`config.mk`:
```
export PLATFORM = sky130hd
export DESIGN_NAME = lgts_alu
export DESIGN_NICKNAME = d
export VERILOG_FILES = /design/src/hw/rtl/lgts_pkg.sv /design/src/hw/rtl/lgts_alu.sv
export SDC_FILE = /design/constraint.sdc
export NUM_CORES = 1
export LEC_CHECK = 0
export BUFFER_PORTS_ARGS = -buffer_cell sky130_fd_sc_hd__buf_2
export CAP_MARGIN = 25
export CORE_ASPECT_RATIO = 0.8
export CORE_MARGIN = 3
export CORE_UTILIZATION = 35
export DETAILED_ROUTE_END_ITERATION = 10
export GPL_TIMING_DRIVEN = 0
export PLACE_DENSITY_LB_ADDON = 0.1
export SLEW_MARGIN = 20
export SYNTH_ARGS = -nofsm -noshare
export SYNTH_HDL_FRONTEND = slang
export SYNTH_SLANG_ARGS = --single-unit
```
`constraint.sdc`:
```
create_clock -name clock -period 10.2 [get_ports clock]
set_input_delay 0.51 -clock clock [delete_from_list [all_inputs] [get_ports clock]]
set_output_delay 0.51 -clock clock [all_outputs]
set_load 0.02 [all_outputs]
```
`src/hw/rtl/lgts_pkg.sv`:
```
package lgts_pkg;

   // Default sizes handed to the top level
   localparam int TOPICS_DEF     = 64;
   localparam int DOCS_DEF       = 1024;
   localparam int WORDS_DEF      = 4096;
   localparam int COUNT_BITS_DEF = 24;

   // Fixed datapath widths
   localparam int FRAC_BITS  = 16;
   localparam int W_BITS     = 48;
   localparam int U_BITS     = 53;
   localparam int SUM_BITS   = 55;
   localparam int KCNT_BITS  = 7;
   localparam int V_BITS     = 13;
   localparam int BSUM_BITS  = 45;
   localparam int DEN_BITS   = 49;
   localparam int PROD_BITS  = 128;
   localparam int OPB_BITS   = 64;
   localparam int TOT_BITS   = 32;

   localparam logic [W_BITS-1:0] WMAX = '1;

   // Hash constants
   localparam logic [63:0] GOLDEN = 64'h9e3779b97f4a7c15;
   localparam logic [63:0] MIX_C1 = 64'hbf58476d1ce4e5b9;
   localparam logic [63:0] MIX_C2 = 64'h94d049bb133111eb;

   // Register reset values
   localparam logic [31:0]        ALPHA_RST = 32'd6554;
   localparam logic [31:0]        BETA_RST  = 32'd6554;
   localparam logic [6:0]         NTOP_RST  = 7'd2;
   localparam logic [V_BITS-1:0]  NWORD_RST = 13'd4096;
   localparam logic [63:0]        SEED_RST  = 64'd1;

   typedef enum logic [2:0] {
      CSR_ALPHA  = 3'd0,
      CSR_BETA   = 3'd1,
      CSR_NTOP   = 3'd2,
      CSR_NWORD  = 3'd3,
      CSR_SEED   = 3'd4,
      CSR_MODE   = 3'd5
   } csr_index_type;

   typedef enum logic [1:0] {
      KIND_CLEAR  = 2'd0,
      KIND_ADD    = 2'd1,
      KIND_SAMPLE = 2'd2
   } kind_type;

   typedef enum logic {
      ALU_MUL = 1'b0,
      ALU_DIV = 1'b1
   } alu_op_type;

   typedef struct packed {
      logic       start;
      alu_op_type op;
   } alu_ctl_type;

   typedef struct packed {
      logic clear;
      logic we;
   } cs_ctl_type;

   typedef enum logic [4:0] {
      ST_IDLE,
      ST_CLR_WAIT,
      ST_ADD_RD,
      ST_ADD_WR,
      ST_HASH_GO,
      ST_HASH_IT,
      ST_HASH_M1,
      ST_HASH_M2,
      ST_W_RD,
      ST_W_OPS,
      ST_W_MUL,
      ST_W_DIV,
      ST_U_GO,
      ST_U_MUL,
      ST_S_RD,
      ST_S_CMP,
      ST_RESP
   } state_type;

endpackage

```
`src/hw/rtl/lgts_alu.sv`:
```
module lgts_alu (
   input  logic                                 clock,
   input  logic                                 reset,
   input  lgts_pkg::alu_ctl_type                ctl,
   input  logic [lgts_pkg::PROD_BITS-1:0]       a_op,
   input  logic [lgts_pkg::OPB_BITS-1:0]        b_op,
   output logic                                 busy,
   output logic [lgts_pkg::PROD_BITS-1:0]       result
);

   logic                                 busy_ff, busy_in;
   lgts_pkg::alu_op_type                 op_ff, op_in;
   logic [lgts_pkg::PROD_BITS-1:0]       mcand_ff, mcand_in;
   logic [lgts_pkg::OPB_BITS-1:0]        mplier_ff, mplier_in;
   logic [lgts_pkg::PROD_BITS-1:0]       acc_ff, acc_in;
   logic [lgts_pkg::OPB_BITS-1:0]        rem_ff, rem_in;
   logic [lgts_pkg::OPB_BITS-1:0]        den_ff, den_in;
   logic [5:0]                           cnt_ff, cnt_in;
   logic [lgts_pkg::OPB_BITS-1:0]        rem_shift;
   logic                                 qbit;

   assign busy   = busy_ff;
   assign result = acc_ff;

   // Next partial remainder for one restoring divide step
   assign rem_shift = {rem_ff[lgts_pkg::OPB_BITS-2:0], mcand_ff[lgts_pkg::W_BITS-1]};
   assign qbit      = (rem_shift >= den_ff);

   always_comb begin
      busy_in   = busy_ff;
      op_in     = op_ff;
      mcand_in  = mcand_ff;
      mplier_in = mplier_ff;
      acc_in    = acc_ff;
      rem_in    = rem_ff;
      den_in    = den_ff;
      cnt_in    = cnt_ff;
      if (ctl.start) begin
         op_in = ctl.op;
         if (ctl.op == lgts_pkg::ALU_MUL) begin
            // Load shift-add multiply
            mcand_in  = a_op;
            mplier_in = b_op;
            acc_in    = '0;
            busy_in   = 1'b1;
         end else begin
            // Load divide; zero divisor and quotient overflow finish at once
            den_in   = b_op;
            rem_in   = a_op[lgts_pkg::OPB_BITS+lgts_pkg::W_BITS-1:lgts_pkg::W_BITS];
            mcand_in = {{(lgts_pkg::PROD_BITS-lgts_pkg::W_BITS){1'b0}},
                        a_op[lgts_pkg::W_BITS-1:0]};
            cnt_in   = 6'(lgts_pkg::W_BITS - 1);
            if (b_op == '0) begin
               acc_in  = '0;
               busy_in = 1'b0;
            end else if (a_op[lgts_pkg::PROD_BITS-1:lgts_pkg::W_BITS] >=
                         (lgts_pkg::PROD_BITS-lgts_pkg::W_BITS)'(b_op)) begin
               acc_in  = lgts_pkg::PROD_BITS'(lgts_pkg::WMAX);
               busy_in = 1'b0;
            end else begin
               acc_in  = '0;
               busy_in = 1'b1;
            end
         end
      end else if (busy_ff) begin
         if (op_ff == lgts_pkg::ALU_MUL) begin
            // Add one multiplier bit a cycle, stop when none remain
            if (mplier_ff == '0) begin
               busy_in = 1'b0;
            end else begin
               if (mplier_ff[0]) begin
                  acc_in = acc_ff + mcand_ff;
               end
               mcand_in  = {mcand_ff[lgts_pkg::PROD_BITS-2:0], 1'b0};
               mplier_in = {1'b0, mplier_ff[lgts_pkg::OPB_BITS-1:1]};
            end
         end else begin
            // One quotient bit a cycle
            rem_in   = qbit ? (rem_shift - den_ff) : rem_shift;
            acc_in   = {acc_ff[lgts_pkg::PROD_BITS-2:0], qbit};
            mcand_in = {mcand_ff[lgts_pkg::PROD_BITS-2:0], 1'b0};
            if (cnt_ff == '0) begin
               busy_in = 1'b0;
            end else begin
               cnt_in = cnt_ff - 6'd1;
            end
         end
      end
   end

   always_ff @(posedge clock) begin
      if (reset) begin
         busy_ff <= 1'b0;
         op_ff   <= lgts_pkg::ALU_MUL;
      end else begin
         busy_ff <= busy_in;
         op_ff   <= op_in;
      end
      mcand_ff  <= mcand_in;
      mplier_ff <= mplier_in;
      acc_ff    <= acc_in;
      rem_ff    <= rem_in;
      den_ff    <= den_in;
      cnt_ff    <= cnt_in;
   end

endmodule

```
# ---- Word-level counts from Yosys, hierarchy flattened
# Index checks and enable logic that the tools add are counted.
dict set report totals {
  input_bits 196
  output_inout_bits 129
  reg_bits 455
  word_cells 67
}
dict set report op_classes {
  n_mux 36
  n_eq_ne 6
  order_cmp 2
  reduce_logical 12
  n_addsub 3
}
# operator n
set op_table {}
lappend op_table {{128-bit 2-to-1 mux} 10}
lappend op_table {{64-bit 2-to-1 mux} 5}
lappend op_table {{63-bit 2-to-1 mux} 5}
lappend op_table {{48-bit 2-to-1 mux} 3}
lappend op_table {{128-bit adder} 1}
lappend op_table {{64-bit logical NOT} 2}
lappend op_table {{80-bit by 64-bit greater-or-equal comparator with 1-bit output} 1}
lappend op_table {{64-bit greater-or-equal comparator} 1}
lappend op_table {{63-bit subtractor} 1}
lappend op_table {{6-bit 2-to-1 mux} 5}
lappend op_table {{2-bit inequality test (second input constant)} 5}
lappend op_table {{1-bit 2-to-1 mux} 8}
lappend op_table {{4-bit AND reduction} 2}
lappend op_table {{6-bit logical NOT} 1}
lappend op_table {{3-bit AND reduction} 2}
lappend op_table {{6-bit by 1-bit subtractor with 6-bit output (second input constant)} 1}
lappend op_table {{2-bit AND reduction} 2}
lappend op_table {{2-bit nonzero test} 2}
lappend op_table {{3-bit inequality test (second input constant)} 1}
lappend op_table {{3-bit nonzero test} 1}

# ---- Longest topological paths before layout
# Gate-level depths: netlist (run 1).
dict set report logic_depth {
  depth_word 6
  mapped_depth 15
  mapped_depth_nobuf 13
}

# ---- Worst setup path before layout (run 1)
# OpenSTA, ideal clock, no wires.
dict set report synth_timing {
  path_type {input port to flip-flop}
  startpoint {input ctl[1] (netlist name)}
  endpoint {register acc_ff, in the netlist result[0], enable pin}
  setup_time_ps 498
  arrival_ps 5742
  n_path_buf 2
  cell_stages 4
  setup_slack_ps 3961
  required_time_ps 9702
  path_cell_list {clkbuf_1 -> buf_1 -> or2_2 -> o21a_1}
}
dict set report synth_via {
  elab_chain_len 2
  elab_cells_between_ends 4
  cone_classes {eq/ne (1); reduce/logical (3)}
}
# element line_no
set synth_lines {}
lappend synth_lines {{from (decl)} lgts_alu.sv:4} ;# input lgts_pkg::alu_ctl_type ctl,
lappend synth_lines {{3-bit inequality test (no source line), or another cell as far along} n/a}
lappend synth_lines {{3-bit AND reduction (no source line) *} n/a}
lappend synth_lines {{to (signal assigned)} lgts_alu.sv:101} ;# acc_ff <= acc_in;
lappend synth_lines {{to (decl)} lgts_alu.sv:15} ;# logic [lgts_pkg::PROD_BITS-1:0] acc_ff, acc_in;
# Mark *: on every way between the ends. The rest lies on a longest branch, timed or not.
# A chain may end at the register's enable or synchronous reset.

# ---- Worst setup path in the final report (run 1)
dict set report layout_timing {
  startpoint {register rem_ff[32] (netlist name)}
  endpoint {register rem_ff[27] (netlist name) (data pin)}
}
dict set report layout_via {
  elab_chain_len 5
}
# element line_no
set layout_lines {}
lappend layout_lines {{from (decl)} lgts_alu.sv:16} ;# logic [lgts_pkg::OPB_BITS-1:0] rem_ff, rem_in;
lappend layout_lines {{from (signal assigned)} lgts_alu.sv:102} ;# rem_ff <= rem_in;
lappend layout_lines {{64-bit greater-or-equal comparator} lgts_alu.sv:27} ;# assign qbit = (rem_shift >= den_ff);
lappend layout_lines {{63-bit 2-to-1 mux} lgts_alu.sv:79} ;# rem_in = qbit ? (rem_shift - den_ff) : rem_shift;
lappend layout_lines {{63-bit 2-to-1 mux} lgts_alu.sv:66} ;# if (op_ff == lgts_pkg::ALU_MUL) begin
lappend layout_lines {{63-bit 2-to-1 mux} lgts_alu.sv:65} ;# end else if (busy_ff) begin
lappend layout_lines {{63-bit 2-to-1 mux} lgts_alu.sv:38} ;# if (ctl.start) begin
lappend layout_lines {{net rem_in (one bit)} lgts_alu.sv:16}
# The timed path passes the listed nets, and every way through them passes these cells. The select of a mux whose other input is x is not followed.

==> results of run 1 <==
-- final timing paths --
kind              depth (start not counted)  slack (ns)           from       endpoint
setup / recovery                         13        5.46     rem_ff[32]     rem_ff[27]
hold / removal                            2        0.06          reset          op_ff
setup reg to reg                         13        5.46     rem_ff[32]     rem_ff[27]
hold reg to reg                           1        0.58  mplier_ff[60]  mplier_ff[59]
-- where the power goes --
part	leakage, nW	internal, mW	total [mW]	switching [mW]
Combinational	10.4	1.02	2.91	1.89
Sequential	4.47	2.36	2.55	0.187
Clock	0.946	1.31	2.19	0.880
-- cells by family after synthesis --
group,Yosys count
AO/OA/AOI/OAI,1201
flip-flops,455
multiplexers,171
adder cells (fa/ha/maj),259
AND/OR/NAND/NOR,979
buffers and inverters,394
XOR/XNOR,141
-- area by class of cell --
class	count	area [um^2]
plain buffers	200	843
clock buffers	69	1480
flip-flops and latches	455	13600
fillers	9715	55900
inverters	194	731
clock inverters	35	489
repair buffers	341	1970
multi-input cells	2751	18700
well taps	1287	1610
diodes	5	12.5
-- flip-flops by register name (all words and copies together), names as in the netlist --
| name | cells |
|---|---|
| cnt_ff | 6 |
| rem_ff | 63 |
| busy | 1 |
| mplier_ff | 64 |
| op_ff | 1 |
| den_ff | 64 |
| mcand_ff | 128 |
| result | 128 |
-- worst max-delay path: cells and delay by family (launching register included) --
kind	cells	cell delay, ns
AO/OA/AOI/OAI	4	1.39
adder cells (fa/ha/maj)	1	0.29
buffers and inverters	3	0.98
flip-flops	1	0.42
AND/OR/NAND/NOR	5	1.44
-- placed cells by master, fill, tap and decap left out, types with 12 or more instances in the layout --
cell type	synthesis	routed
clkbuf_1	157	161
nor3_1	52	52
a31oi_1	26	26
xnor2_1	90	90
a21o_1	109	109
nor4_1	54	52
nand2b_1	18	18
nand3_1	49	49
or3_1	31	31
o21ai_0	260	260
and4_1	12	12
a21boi_0	14	14
a21oi_1	364	364
o21a_1	44	43
nor2b_1	17	17
o21bai_1	65	65
mux2_2	112	112
and2_1	13	13
o211ai_1	24	24
inv_1	191	190
mux2i_1	59	59
edfxtp_1	453	453
xor2_1	51	51
nand4_1	104	104
a22o_1	82	82
o21ai_1	51	51
nor2_1	208	208
a211oi_1	15	15
o31ai_1	18	18
ha_1	257	257
nand2_1	355	354
and3_1	22	22
clkbuf_16	0	56
buf_2	28	354
-- routing by layer --
layer  vias up  global-route usage  wire length (um)
met5         -                   0                26
met4         4              0.0607              3280
met3       159              0.0744             13700
met2      1143               0.367             54800
met1     14900               0.386             63900
li1      14400                   -                 -
-- through the flow --
stage / util / power [mW] / setup TNS (ns) / instance area (um^2) / cells
after detailed placement: 0.393 / 5.43 / 0 / 37500 / 5225
after global placement: 0.389 / 5.43 / -45.48 / 37100 / 5211
after global routing: 0.414 / 8.08 / 0 / 39500 / 5332
after CTS: 0.414 / 7.65 / 0 / 39500 / 5329
final: 0.414 / 7.65 / 0 / 39500 / 5337
after floorplan: - / 4.48 / 0 / 33900 / 3600
==> summary.txt, run 1 <==
Job
  – MaxCap Viol Count: 0

Detailed routing
  – Final WL: 136000 um
  – DRC Markers: 0
  – Initial DRC Count: 2832
  – Vias per cell: 5.74
  – WL per Instance: 25.4 um
  – Detailed-route via count: 30700
  – Pre-antenna DRT Iters: 6
  – Final ANT Viol Nets: 0

Timing
  – Clk_skew: 0.0274 ns
  – RSZ-0062 raised after global routing: false
  – Slew margin rel.: 0.218
  – Minimum clock period: 4.74 ns
  – Final worst path period share: 0.464
  – Tightest Pin Transition: between 1 and 1.5 ns
  – Final hold violations: 0
  – Fmax: 211 MHz
  – Worst setup margin: 5.46 ns
  – Slew Limit Fails: 0
  – Final setup fails: 0
  – Hold Slack: approximately 0.056 ns

Logic synthesis
  – Post-synth top cells: edfxtp_1 (453), a21oi_1 (364), nand2_1 (355)
  – Post-Syn Instances: 3600
  – Mapped cell area: 33900 um^2
  – Syn nets: 4055
  – Top FF cell, synth: edfxtp_1
  – Compound-cell area share of the yosys netlist: 0.226
  – Main combinational cell family by area after synthesis: compound AO/OA/AOI/OAI gates
  – EDFF count, synth: 453
  – Post-synth cell types: 98
  – Asr flop ratio synth: 0
  – Most area-consuming cells after synthesis: edfxtp_1 (40%), ha_1 (9.5%), a21oi_1 (5.4%), nand2_1 (3.9%), o21ai_0 (3.8%)
  – Yosys top cell by area: edfxtp_1
  – Adder-cell area share of the yosys netlist: 0.0960
  – Top cell type's share of synthesized area: 0.401
  – Ys Warns: 0
  – Sequential share of the synthesized area: 0.402
  – Xor and xnor fraction of the mapped netlist area: 0.0364
  – Most frequent cell after synthesis: edfxtp_1
  – Simple-gate portion of the synthesized area: 0.138
  – Syn_area_per_cell: 9.42 um^2
  – Mux cell area share after synthesis: 0.0546
  – #FFs+latches synth: around 460

GRT
  – Antenna violations before repair: 11
  – Grt total ovfl: 0
  – Largest net degree at the start of global routing: 48
  – Gr usage total: 0.259
  – First-pass GRT wire length: approximately 200000 um
  – Vias in the first global route: 28700

CTS
  – Post-CTS sizing: 0
  – Cts hold-fix bufs: 0
  – Clk slew on worst S/H paths: 0.06 ns
  – Clock Root Buffer: clkbuf_16
  – CTS tree: yes
  – Setup repair bufs after CTS: 0
  – # clock sinks: 455
  – Worst skew pair latency: 0.65 ns
  – Maximum buffer depth of the clock tree: 3
  – H-tree Lvls: 2
  – Total CTS buffers: 55

Power and ir drop
  – Pwr Density: 194 nW/um^2
  – P_leak: 15.8 nW
  – Peak supply drop: between 0.1 and 0.15 mV

Floorplanning
  – FP Rows: 101
  – Chip height: about 280 um
  – DIE WIDTH: 354 um
  – Initial Util: 0.355
  – Die Area: 101000 um^2
  – Core region area: between 90000 and 100000 um^2
  – Top-level port count: between 300 and 400

Worst setup path
  – Worst path slowest cell: a31oi_2
  – Crit Path Class: reg -> reg
  – Data arrival, critical path: 5.19 ns
  – Crit start category: flop
  – Crit-path cells: ha_1 -> buf_2 -> nand2_1 -> or4_1 -> nor3_2 -> nand2b_1 -> nor4_2 -> o31ai_1 -> a31oi_2 -> buf_4 -> buf_2 -> o21ai_0 -> o21ai_0
  – Crit path capture type: flop
  – CP max stage delay: 0.74 ns
  – WP data required: 10.65 ns
  – Crit path max fanout: 10

Layout
  – Final nets: 4453
  – Fraction of layout cells with a size suffix above 1: 0.157
  – Layout Area Growth over Synthesis: 16.6%

Worst hold path
  – Worst hold path type: in -> reg

Placement
  – RD Place Congestion: 0.928
  – Dpl ws: 4.67 ns
  – I/O Buffers: roughly 320
  – Hpwl dp: 109000 um

Outcome
  – Outcome: finished, final reports clean
Note: power is estimated with default switching activity, not from simulation.
==> inputs of run 2 (changes only) <==
--- a/config.mk
+++ b/config.mk
@@ -5,6 +5,7 @@
 export SDC_FILE = /design/constraint.sdc
 export NUM_CORES = 1
 export LEC_CHECK = 0
+export ABC_AREA = 1
 export BUFFER_PORTS_ARGS = -buffer_cell sky130_fd_sc_hd__buf_2
 export CAP_MARGIN = 25
 export CORE_ASPECT_RATIO = 0.8
==> constraint.sdc (replaced) <==
create_clock -name clock -period 4.25 [get_ports clock]
set_input_delay 0.2125 -clock clock [delete_from_list [all_inputs] [get_ports clock]]
set_output_delay 0.2125 -clock clock [all_outputs]
set_load 0.02 [all_outputs]
==> run 2 against run 1 <==
Critical path depth is the same. Largest cell class unchanged. Power grew 140%. Routed wire length is 49% higher. Area after synthesis rose by 21%. Core utilization rose by 0.77 points. Critical path type unchanged. Sequential share of layout area fell by 6.6 points. Cell count grew 65%.
==> summary.txt, run 2 <==
Logic synthesis
  – Ys Warns: 0 (unchanged)
  – Top FF cell, synth: edfxtp_1
  – Mapped cell area: 41200 um^2 (+21%)
  – #FFs+latches synth: 455 (unchanged)
  – Syn_area_per_cell: 6.21 um^2 (-34%)
  – Yosys top cell by area: edfxtp_1
  – Syn nets: 7084 (+75%)
  – Sequential share of the synthesized area: 0.331 (-0.0710)
  – Most area-consuming cells after synthesis: edfxtp_1 (33%), nand2_1 (25%), inv_1 (13%), ha_1 (7.8%), nor2_1 (4.6%)
  – Top cell type's share of synthesized area: 0.330 (-0.0707)
  – Post-synth cell types: 44 (-55%)
  – Post-Syn Instances: 6629 (+84%)
  – EDFF count, synth: 453 (unchanged)
  – Post-synth top cells: nand2_1 (2745), inv_1 (1399), nor2_1 (502)
  – Most frequent cell after synthesis: nand2_1
  – Asr flop ratio synth: 0 (unchanged)

Layout
  – Most frequent cells in the layout: nand2_1 (2745), inv_1 (1396), nor2_1 (500)
  – Inserted Diodes: 0 (-5)
  – Final nets: 7675 (+72%)
  – Layout fillers: 12900 (+32%)
  – Layout Area Growth over Synthesis: 18.6%
  – Multi-input gate area: 21800 um^2 (+16%)
  – Most common cell after layout, fill and taps aside: nand2_1
  – Sequential cell area: 13600 um^2 (unchanged)
  – Fraction of layout cells with a size suffix above 1: 0.0683 (-0.0892)
  – Final Util: 0.422 (+0.00773)

Worst setup path
  – Data arrival, critical path: 4.52 ns (-0.67 ns)
  – Reg-to-Reg Start: rem_ff[25]
  – WP data required: 4.67 ns (-5.98 ns)
  – Reg2Reg Depth: 13 (unchanged)
  – Crit path capture type: flop
  – Reg-to-reg slack, setup: 0.16 ns (-5.30 ns)
  – Crit path max fanout: 10 (unchanged)
  – Crit Path Class: reg -> reg
  – Crit start category: flop
  – R2r endpoint: rem_ff[48]

Timing
  – Minimum clock period: 4.09 ns (-0.645 ns)
  – Setup TNS Final: 0 ns (unchanged)
  – Tightest Pin Transition: 1.19 ns (+0.0255 ns)
  – Hold Slack: 0.0520 ns (-0.00406 ns)
  – Clk_skew: 0.0412 ns (+0.0138 ns)
  – Fmax: 244 MHz (+16%)
  – Final hold violations: 0 (unchanged)
  – Final worst path period share: 0.963 (+0.498)
  – Slew Limit Fails: 0 (unchanged)
  – Slew margin rel.: 0.208 (-0.00987)
  – Final setup fails: 0 (unchanged)
  – RSZ-0062 raised after global routing: false

Detailed routing
  – DRC Markers: 0 (unchanged)
  – Final WL: 202000 um (+49%)
  – Metal3 WL: 21400 um (+56%)
  – Initial DRC Count: 5242 (+85%)
  – WL per Instance: 23.0 um (-9.4%)
  – Detailed-route via count: 44300 (+44%)
  – Pre-antenna DRT Iters: 6 (unchanged)
  – Vias per cell: 5.04 (-12%)
  – WL met1: 103000 um (+61%)
  – Uppermost layer routed: met4
  – Final ANT Viol Nets: 0 (unchanged)
  – Met2 wire len: 75900 um (+38%)

Placement
  – I/O Buffers: 323 (-0.31%)
  – RD Place Congestion: 1.07 (+15%)
  – Hpwl dp: 172000 um (+58%)

GRT
  – Largest net degree at the start of global routing: 77 (+60%)
  – Antenna violations before repair: 9 (-2)
  – Gr usage total: 0.323 (+0.0639)
  – First-pass GRT wire length: 285000 um (+46%)
  – Grt total ovfl: 0 (unchanged)
  – Vias in the first global route: 40400 (+41%)

CTS
  – H-tree Lvls: 2 (unchanged)
  – Setup repair bufs after CTS: 0 (unchanged)
  – Clock Root Buffer: clkbuf_16
  – CTS tree: yes
  – Clk slew on worst S/H paths: 0.07 ns (about the same)
  – Worst skew pair latency: 0.70 ns (+0.05 ns)
  – # clock sinks: 455 (unchanged)
  – Total CTS buffers: 54 (-1.8%)
  – Maximum buffer depth of the clock tree: 3 (unchanged)

Power and ir drop
  – Pwr Density: 376 nW/um^2 (+94%)
  – P_leak: 26.0 nW (+65%)
  – Peak supply drop: 0.347 mV (+170%)

Floorplanning
  – Die Area: 122000 um^2 (+21%)
  – Top-level port count: 325 (unchanged)
  – Initial Util: 0.356 (+0.000449)
  – DIE WIDTH: 389 um (+10%)
  – Chip height: 313 um (+10%)
  – FP Rows: 111 (+9.9%)
  – Core region area: 116000 um^2 (+21%)

Worst hold path
  – Hold wc startpoint: a_op[111]
  – Worst hold path type: in -> reg
  – Hold Path Depth: 2 (unchanged)
  – Hold EP: mcand_ff[111]

Job
  – MaxCap Viol Count: 0 (unchanged)

Outcome
  – Outcome: finished, final reports clean
-- run 2: layout make-up --
type / instances / share of cell area
Sequential cell: 455 / 0.279
Tap cell: 1525 / 0.0391
Inverter: 1421 / 0.110
Buffer: 107 / 0.0101
Clock inverter: 32 / 0.00597
Timing Repair Buffer: 535 / 0.0815
Multi-Input combinational cell: 4646 / 0.446
Clock buffer: 67 / 0.0287
-- run 2: worst max path at each step --
stage | start | end | slack [ns] | depth (start not counted)
after floorplan | ctl[1] | mcand_ff[0] | 0.37 | 6
after global placement | ctl[1] | mcand_ff[112] | -2.81 | 7
after detailed placement | result[0] | result[120] | 0.24 | 16
after CTS | result[0] | result[120] | 0.22 | 16
after global routing | mcand_ff[47] | rem_ff[48] | 0.13 | 18
final | rem_ff[25] | rem_ff[48] | 0.16 | 13
-- run 2: per-layer routing --
metal / up-vias / global-route usage
met4: 0 / 0.0448
met5: - / 0
li1: 21600 / -
met3: 114 / 0.0786
met2: 1730 / 0.430
met1: 20800 / 0.522
-- run 2: repair_timing --
item | in CTS | in global routing
endpoints found under the hold margin | 278 | 0
endpoints found under the setup margin | 0 | 2
hold buffers | 193 | 0
gates resized for setup | 0 | 2
-- run 2: through the flow --
stage | cell area, um^2 | worst slack (ns) | total power [mW] | std cells
4_1_cts | 48800 | 0.217 | 18.3 | 8788
3_5_place_dp | 45200 | 0.243 | 13.3 | 8496
6_report | 48800 | 0.159 | 18.4 | 8788
5_1_grt | 48800 | 0.126 | 19.4 | 8788
3_3_place_gp | 44700 | -2.81 | 13.3 | 8477
2_1_floorplan | 41200 | 0.372 | 10.3 | 6629
-- run 2: report_power, final --
part | switching [mW] | internal (mW) | leakage (nW)
sequential | 0.374 | 5.57 | 4.46
clock | 2.17 | 2.58 | 0.820
combinational | 5.51 | 2.17 | 20.7
-- run 2: logic make-up after synthesis --
group	after synthesis	share of synthesized area
AOI/OAI and AO/OA	522	0.0661
xor gates and xnor gates	40	0.00851
adders and majority gates	259	0.0791
buffers and inverters	1528	0.141
DFF	455	0.331
and+or+nand+nor	3825	0.374
-- run 2: worst max-delay path: stages (launching register included) --
cell      delay [ns]
edfxtp_1        0.41
ha_1            0.38
nand2_1         0.17
nor2_4          0.20
nand2_1         0.27
nor3_2          0.48
nand4_1         0.41
nand3_2         0.24
nand2_4         0.21
nand2_8         0.23
buf_6           0.23
nand3_1         0.31
nand3_1         0.17
nand2_1         0.07
